File: src/hw/rtl/sresp_pkg.sv
// ----------------------------------------------------------------------------
// sresp_pkg
// Shared types, constants and elaboration-time helpers of the sensor response
// curve pipeline.
// ----------------------------------------------------------------------------
`default_nettype none

package sresp_pkg;

	localparam int FRAC_BITS_DEF = 16;
	localparam int LOG_FRAC      = 30;
	localparam int COEF_W        = 32;
	localparam int IDX_W         = 3;

	typedef enum logic [1:0] {
		MODE_LIN   = 2'd0,
		MODE_QUAD  = 2'd1,
		MODE_ROOT  = 2'd2,
		MODE_IDENT = 2'd3
	} mode_t;

	typedef enum logic [IDX_W-1:0] {
		REG_MODE = 3'd0,
		REG_A    = 3'd1,
		REG_B    = 3'd2,
		REG_C    = 3'd3,
		REG_D    = 3'd4
	} reg_idx_t;

	typedef struct packed {
		mode_t              mode;
		logic signed [31:0] a;
		logic signed [31:0] b;
		logic signed [31:0] c;
		logic signed [31:0] d;
	} cfg_t;

	// Per-transaction control that travels alongside the data.
	typedef struct packed {
		mode_t      mode;
		logic [7:0] x;
		logic       sat;
		logic       uneg;
		logic       zbase;
		logic       qneg;
	} side_t;

	// Integer square root, used only to build constant tables.
	function automatic logic [63:0] isqrt64(input logic [63:0] n_in);
		logic [63:0] n;
		logic [63:0] res;
		logic [63:0] bits;
		n    = n_in;
		res  = 64'd0;
		bits = 64'd1 << 62;
		for (int k = 0; k < 32; k++) begin
			if (n >= res + bits) begin
				n   = n - (res + bits);
				res = (res >> 1) + bits;
			end else begin
				res = res >> 1;
			end
			bits = bits >> 2;
		end
		return res;
	endfunction

	// 2^(2^-(i+1)) with LOG_FRAC fraction bits, built by repeated square roots.
	function automatic logic [63:0] exp_const(input int i);
		logic [63:0] s;
		s = 64'd2 << LOG_FRAC;
		for (int j = 0; j <= i; j++) begin
			s = isqrt64(s << LOG_FRAC);
		end
		return s;
	endfunction

endpackage

`default_nettype wire

File: src/hw/rtl/sresp_front.sv
// ----------------------------------------------------------------------------
// sresp_front
// Input stages: forms the curve operand, its magnitude, the square for the
// quadratic curve and the normalised mantissa for the logarithm.
// ----------------------------------------------------------------------------
`default_nettype none

module sresp_front #(
	parameter int FRAC_BITS = sresp_pkg::FRAC_BITS_DEF,
	parameter int MAG_W     = 32,
	parameter int NUM_W     = 64,
	parameter int P_W       = 5
) (
	input  wire logic              clk,
	input  wire logic              arst_n,
	input  wire logic              in_valid,
	input  wire logic [7:0]        response,
	input  wire sresp_pkg::cfg_t   cfg,
	output logic                   out_valid,
	output sresp_pkg::side_t       out_side,
	output logic [NUM_W-1:0]       out_num,
	output logic [30:0]            out_y,
	output logic [P_W-1:0]         out_p
);

	logic [MAG_W-1:0]      xf;
	logic signed [MAG_W:0] sq_v;
	logic signed [MAG_W:0] rt_v;
	logic signed [MAG_W:0] sel_v;
	logic [MAG_W-1:0]      mag;
	sresp_pkg::side_t      side;

	logic                  valid_s1;
	logic [MAG_W-1:0]      mag_s1;
	sresp_pkg::side_t      side_s1;

	logic [P_W-1:0]        msb;
	logic [P_W:0]          norm_sh;
	logic [MAG_W+30:0]     norm;

	assign xf    = MAG_W'(response) << FRAC_BITS;
	assign sq_v  = $signed({1'b0, xf}) + (MAG_W+1)'($signed(cfg.b));
	assign rt_v  = $signed({1'b0, xf}) + (MAG_W+1)'($signed(cfg.a));
	assign sel_v = (cfg.mode == sresp_pkg::MODE_ROOT) ? rt_v : sq_v;
	assign mag   = sel_v[MAG_W] ? MAG_W'(-sel_v) : sel_v[MAG_W-1:0];

	always_comb begin
		side       = '0;
		side.mode  = cfg.mode;
		side.x     = response;
		side.uneg  = sel_v[MAG_W];
		side.zbase = (mag == '0);
		case (cfg.mode)
			sresp_pkg::MODE_QUAD: side.sat = (cfg.a == 32'sd0);
			sresp_pkg::MODE_ROOT: side.sat = (cfg.b == 32'sd0) || ((mag == '0) && cfg.b[31]);
			default:              side.sat = 1'b0;
		endcase
	end

	always_comb begin
		msb = '0;
		for (int i = 0; i < MAG_W; i++) begin
			if (mag_s1[i]) begin
				msb = P_W'(i);
			end
		end
	end

	assign norm_sh = (P_W+1)'(MAG_W - 1) - {1'b0, msb};
	assign norm    = {mag_s1, 31'd0} << norm_sh;

	always_ff @(posedge clk or negedge arst_n) begin
		if (!arst_n) begin
			valid_s1  <= 1'b0;
			out_valid <= 1'b0;
		end else begin
			valid_s1  <= in_valid;
			out_valid <= valid_s1;
		end
	end

	always_ff @(posedge clk) begin
		mag_s1   <= mag;
		side_s1  <= side;
		out_side <= side_s1;
		out_num  <= NUM_W'(mag_s1) * NUM_W'(mag_s1);
		out_y    <= norm[MAG_W+30 -: 31];
		out_p    <= msb;
	end

endmodule

`default_nettype wire

File: config.mk
export PLATFORM = sky130hd
export DESIGN_NAME = sresp_front
export DESIGN_NICKNAME = d
export VERILOG_FILES = /design/src/hw/rtl/sresp_pkg.sv /design/src/hw/rtl/sresp_front.sv
export SDC_FILE = /design/constraint.sdc
export NUM_CORES = 2
export LEC_CHECK = 0
export BUFFER_PORTS_ARGS = -buffer_cell sky130_fd_sc_hd__buf_2
export CAP_MARGIN = 40
export CORE_ASPECT_RATIO = 1.75
export CORE_MARGIN = 2
export CORE_UTILIZATION = 55
export DETAILED_ROUTE_END_ITERATION = 7
export PLACE_DENSITY = 0.74
export RECOVER_POWER = 50
export REMOVE_ABC_BUFFERS = 1
export SLEW_MARGIN = 20
export SYNTH_ARGS = -nofsm -noshare
export SYNTH_HDL_FRONTEND = slang
export SYNTH_SLANG_ARGS = --single-unit
File: constraint.sdc
create_clock -name clk -period 9.02 [get_ports clk]
set_input_delay 1.804 -clock clk [delete_from_list [all_inputs] [get_ports clk]]
set_output_delay 1.804 -clock clk [all_outputs]
set_load 0.02 [all_outputs]
# Word level (Yosys, flattened, before mapping)
# Cells that the tools add are included.
# Widths: inputs -> output; s select.
[classes]
add_sub_neg = 4
mux = 34
div_mod_pow = 0
eq_ne = 2
reduce_logical = 5
n_bitwise = 0
mul = 1
shifts = 1
n_lt_le_gt_ge = 0
[ops]
columns = ["operator", "count"]
rows = [
  ["$mux 5", 30],
  ["$logic_not 32->1", 3],
  ["$add 25x32->33", 2],
  ["$mul 32x32->64", 1],
  ["$shl 63x6->63", 1],
  ["$mux 33", 1],
  ["$mux 32", 1],
  ["$neg 32->32", 1],
  ["$sub 5x5->6 const A", 1],
  ["$eq 2x1->1 const B", 1],
  ["$eq 2x2->1 const B", 1],
  ["$pmux 1 s2", 1],
  ["$logic_and 1x1->1", 1],
  ["$logic_or 1x1->1", 1],
  ["$mux 1", 1],
]
[word_totals]
romBits = 0
reg_bits = 160
output_inout_bits = 115
latch_bits = 0
inputBits = 141
mem_bits_rw = 0
mem_count = 0
elab_cells = 63

# Depth between registers and ports, before layout
[logic_depth]
depth_word = 33
mapped_depth = 32
ltp_nobuf = 29

# Least setup slack after synthesis
# OpenSTA, ideal clock, no wires.
[synth_timing]
kind = "flip-flop to flip-flop"
from = "reg mag_s1[2]"
to = "reg out_num[59]"
setup_time_ps = 91
n_path_buf = 4
synth_period_minus_slack_ps = 7805
stages_incl_launch_ff = 28
arrival_ps = 7714
t_required_ps = 8929
setup_slack_ps = 1215
path_cell_list = "dfxtp_1 > clkbuf_1 > clkbuf_1 > buf_1 > nand2_1 > fa_1 > fa_1 > inv_1 > fa_1 > inv_1 > fa_1 > inv_1 > fa_1 > fa_1 > fa_1 > fa_1 > ha_1 > clkbuf_1 > nand3_1 > o221ai_1 > a31oi_1 > o21ai_0 > nand4_1 > o31ai_1 > a31oi_1 > o21ai_0 > a2111oi_0 > a311oi_1"
[synth_via]
elab_chain_cells = 1
[synth_rtl]
columns = ["element", "line", "text"]
rows = [
  ["start, declared", "sresp_front.sv:34", "logic [MAG_W-1:0] mag_s1;"],
  ["start signal, assigned", "sresp_front.sv:83", "mag_s1 <= mag;"],
  ["$mul 32x32->64", "sresp_front.sv:86", "out_num <= NUM_W'(mag_s1) * NUM_W'(mag_s1);"],
  ["end signal, assigned", "sresp_front.sv:86", ""],
  ["end, declared", "sresp_front.sv:21", "output logic [NUM_W-1:0] out_num,"],
]
# Every way passes these cells.

# Final worst setup path
[layout_timing]
from = "reg mag_s1[4]"
to = "reg out_num[48]"
# Same word-level chain as after synthesis.

==> metrics.md <==
| Metric | Value |
|---|---|
| Syn Area/Cell | `9.19 sq um` |
| Vias | `29100` |
| Initial antenna violation count | `1` |
| Hold Fails Final Rpt | `0` |
| Synth area leader | `fa_1` |
| Max Root-Sink Buffers | `2` |
| Layout cells sized above 1 | `0.0767` |
| DRC | `0` |
| Worst setup margin | `0.259 ns` |
| Vias in the first global route | `32300` |
| Met2 global-route usage | `0.592` |
| Die Y | `348 um` |
| Most numerous cell in the Yosys netlist | `inv_1` |
| Area grow syn2layout | `8.67%` |
| H-tree levels | `4` |
| Row Count | `126` |
| Total gr overflow | `0` |
| Setup crit end kind | `flop` |
| Tightest Pin Transition | `1.77 ns` |
| Drt first pass iters | `6` |
| M1 GR Usage | `0.306` |
| DP Wirelength | `88600 um` |
| Top_reg_cell synth | `dfxtp_1` |
| CTS root buffer | `clkbuf_16` |
| Worst hold path endpoint | `out_side[4]` |
| Met3 usage | `0.0428` |
| Die ar. | `69800 sq um` |
| Layout Nets | `5478` |
| Core area | `67200 sq um` |
| Commonest cells in the netlist | `990 x inv_1, 793 x fa_1, 316 x nand2_1` |
| Synth top area cells | `fa_1 43%, ha_1 10%, inv_1 10%` |
| #FFs+latches synth | `159` |
| Largest net degree at the start of global routing | `47` |
| Die width | `201 um` |
| Register-to-register setup slack | `0.26 ns` |
| Setup_tns | `0 ns` |
| Final period utilization | `0.971` |
| Worst Reg2Reg Path Length in Cells | `25` |
| Critical register-to-register path endpoint | `out_num[48]` |
| Critical Path AT | `9.19 ns` |
| CP required | `9.45 ns` |
| TritonCTS clock tree | `yes` |
| Total CTS buffers | `17` |
| Status | `complete, but fails checks` |
| CP Class | `reg -> reg` |
| DR WL/cell | `20.7 um` |
| Starting density of the core | `0.554` |
| Clk Latency, worst-skew pair | `0.51 ns` |
| # IOs | `256` |
| Placer congestion estimate | `0.958` |
| Post-Route WL | `107000 um` |
| GRT busiest layer | `met2` |
| Ys async rst share | `0.0126` |
| Min cycle time layout | `8.76 ns` |
| Total of max-cap violations | `1` |
| First-pass GRT wire length | `167000 um` |
| Hold Crit Start | `side_s1[4]` |
| Netlist cell types | `86` |
| Slew Viols, Final | `37` |
| Routed Antenna Nets | `0` |
| Max-Slew Margin vs Limit | `-0.182` |
| Failing checks | `capacitance limit, slew limit` |
| Vias per cell | `5.65` |
| Clk sinks | `159` |
| Clk_skew | `0.0275 ns` |
| Synthesized area | `37200 sq um` |
| Crit Path Max Fanout | `28` |
| Global Route Usage Sum | `0.315` |
| Clk pin slew, worst setup/hold paths | `0.07 ns` |
| Worst r2r src | `mag_s1[4]` |
| Unrepaired setup endpoints after global routing | `no` |
| Synthesized instance count | `4047` |
| YS warnings | `0` |
| Hold Crit Depth | `0` |
| Seq/Total Area, Yosys | `0.0858` |
| Post-place setup slack | `0.162 ns` |
| Number of enable flip-flop cells after synthesis | `0` |
| F_max | `114 MHz` |
| # port buffers | `189` |
| Hold_buf cts | `0` |
| CP startpoint kind | `flop` |
| # setup viols final | `0` |
| Share of the synthesized area in the top cell type | `0.427` |
| Drt first-iter violations | `1740` |
| Hold/Removal Path Class | `reg -> reg` |
[per-layer routing]
layer / vias to the layer above / wire length (um)
li1: 12800 / -
met5: - / 0
met4: 0 / 9650
met2: 1239 / 57700
met3: 519 / 5870
met1: 14500 / 33600
[kinds of logic after synthesis]
group                      count (synthesis)  share of synthesized area
AOI/OAI and AO/OA                        486                     0.0887
xor gates and xnor gates                 138                     0.0325
adders and majority gates               1100                      0.530
buffers and inverters                   1177                      0.119
DFF                                      159                     0.0858
muxes                                     72                     0.0205
other                                      1                   0.000101
and+or+nand+nor                          914                      0.123
[state kept, by name, indices dropped and copies added, names as in the netlist]
| name | flops |
|---|---|
| mag_s1 | 32 |
| out_num | 63 |
| out_p | 5 |
| out_side | 13 |
| out_valid | 1 |
| out_y | 31 |
| side_s1 | 13 |
| valid_s1 | 1 |
[final cells by class]
type / instances / area, sq um
Timing Repair Buffer: 349 / 2200
Fill cell: 5922 / 26700
Clock inverter: 13 / 136
Multi-Input combinational cell: 2712 / 29600
Sequential cell: 159 / 3200
Antenna cell: 1 / 2.50
Clock buffer: 19 / 443
Inverter: 998 / 3750
Tap cell: 896 / 1120
[cell usage in the layout, fill, tap and decap left out, types with 11 or more instances in the layout]
cell type	n
inv_1	990
fa_1	793
nand2_1	316
ha_1	307
and2_1	225
dfxtp_1	151
buf_4	137
nor2_1	133
clkbuf_1	118
a21oi_1	112
xnor2_1	82
o21ai_0	80
buf_2	76
xor2_1	56
mux2i_1	52
nand3_1	48
nor3_1	43
a21o_1	39
a211oi_1	27
a31oi_1	24
nor4_1	24
o21bai_1	23
nor2b_1	22
o211ai_1	20
o21a_1	19
nand4_1	18
mux2_2	17
nand2b_1	17
and3_1	17
clkbuf_16	17
o22ai_1	16
buf_12	15
a31o_2	14
o31ai_1	11
[how the worst max path moves through the flow]
stage | end | slack (ns) | from
3_3_place_gp | out_num[48] | 0.25 | mag_s1[4]
5_1_grt | out_num[48] | 0.03 | mag_s1[4]
2_1_floorplan | out_num[59] | 1.31 | mag_s1[15]
4_1_cts | out_num[48] | 0.11 | mag_s1[4]
3_5_place_dp | out_num[48] | 0.16 | mag_s1[4]
6_report | out_num[48] | 0.26 | mag_s1[4]
[worst max-delay path: stages (launching register included)]
cell,delay [ns]
dfxtp_1,0.62
buf_6,0.35
and2_1,0.24
ha_1,0.27
a31o_2,0.27
fa_1,0.53
inv_1,0.05
fa_1,0.53
fa_1,0.55
inv_1,0.05
fa_1,0.48
fa_1,0.56
fa_1,0.45
fa_1,0.42
ha_1,0.33
buf_4,0.16
a21oi_1,0.19
o21ai_0,0.20
a21oi_1,0.19
o21bai_1,0.15
a2111oi_1,0.64
o221ai_1,0.53
a31oi_1,0.43
o21ai_0,0.13
a21oi_1,0.19
xnor2_1,0.14
[per-stage QoR]
stage               hold slack, ns   util  cells  cell area, sq um
floorplan                    0.310      -   3869             36500
global placement             0.311  0.595   5110             39900
detailed placement           0.315  0.595   5112             40000
CTS                          0.332  0.604   5144             40500
global route                 0.337  0.602   5146             40400
finish                       0.329  0.602   5147             40400
[what timing repair did]
action                     4_1_cts  5_1_grt
resized for setup                0        7
setup endpoints to repair        0        7
setup buffers                    0        0
Power is left out: the tool's default activity adds up to more than one toggle a clock period on the data nets, which glitch-free logic cannot reach.
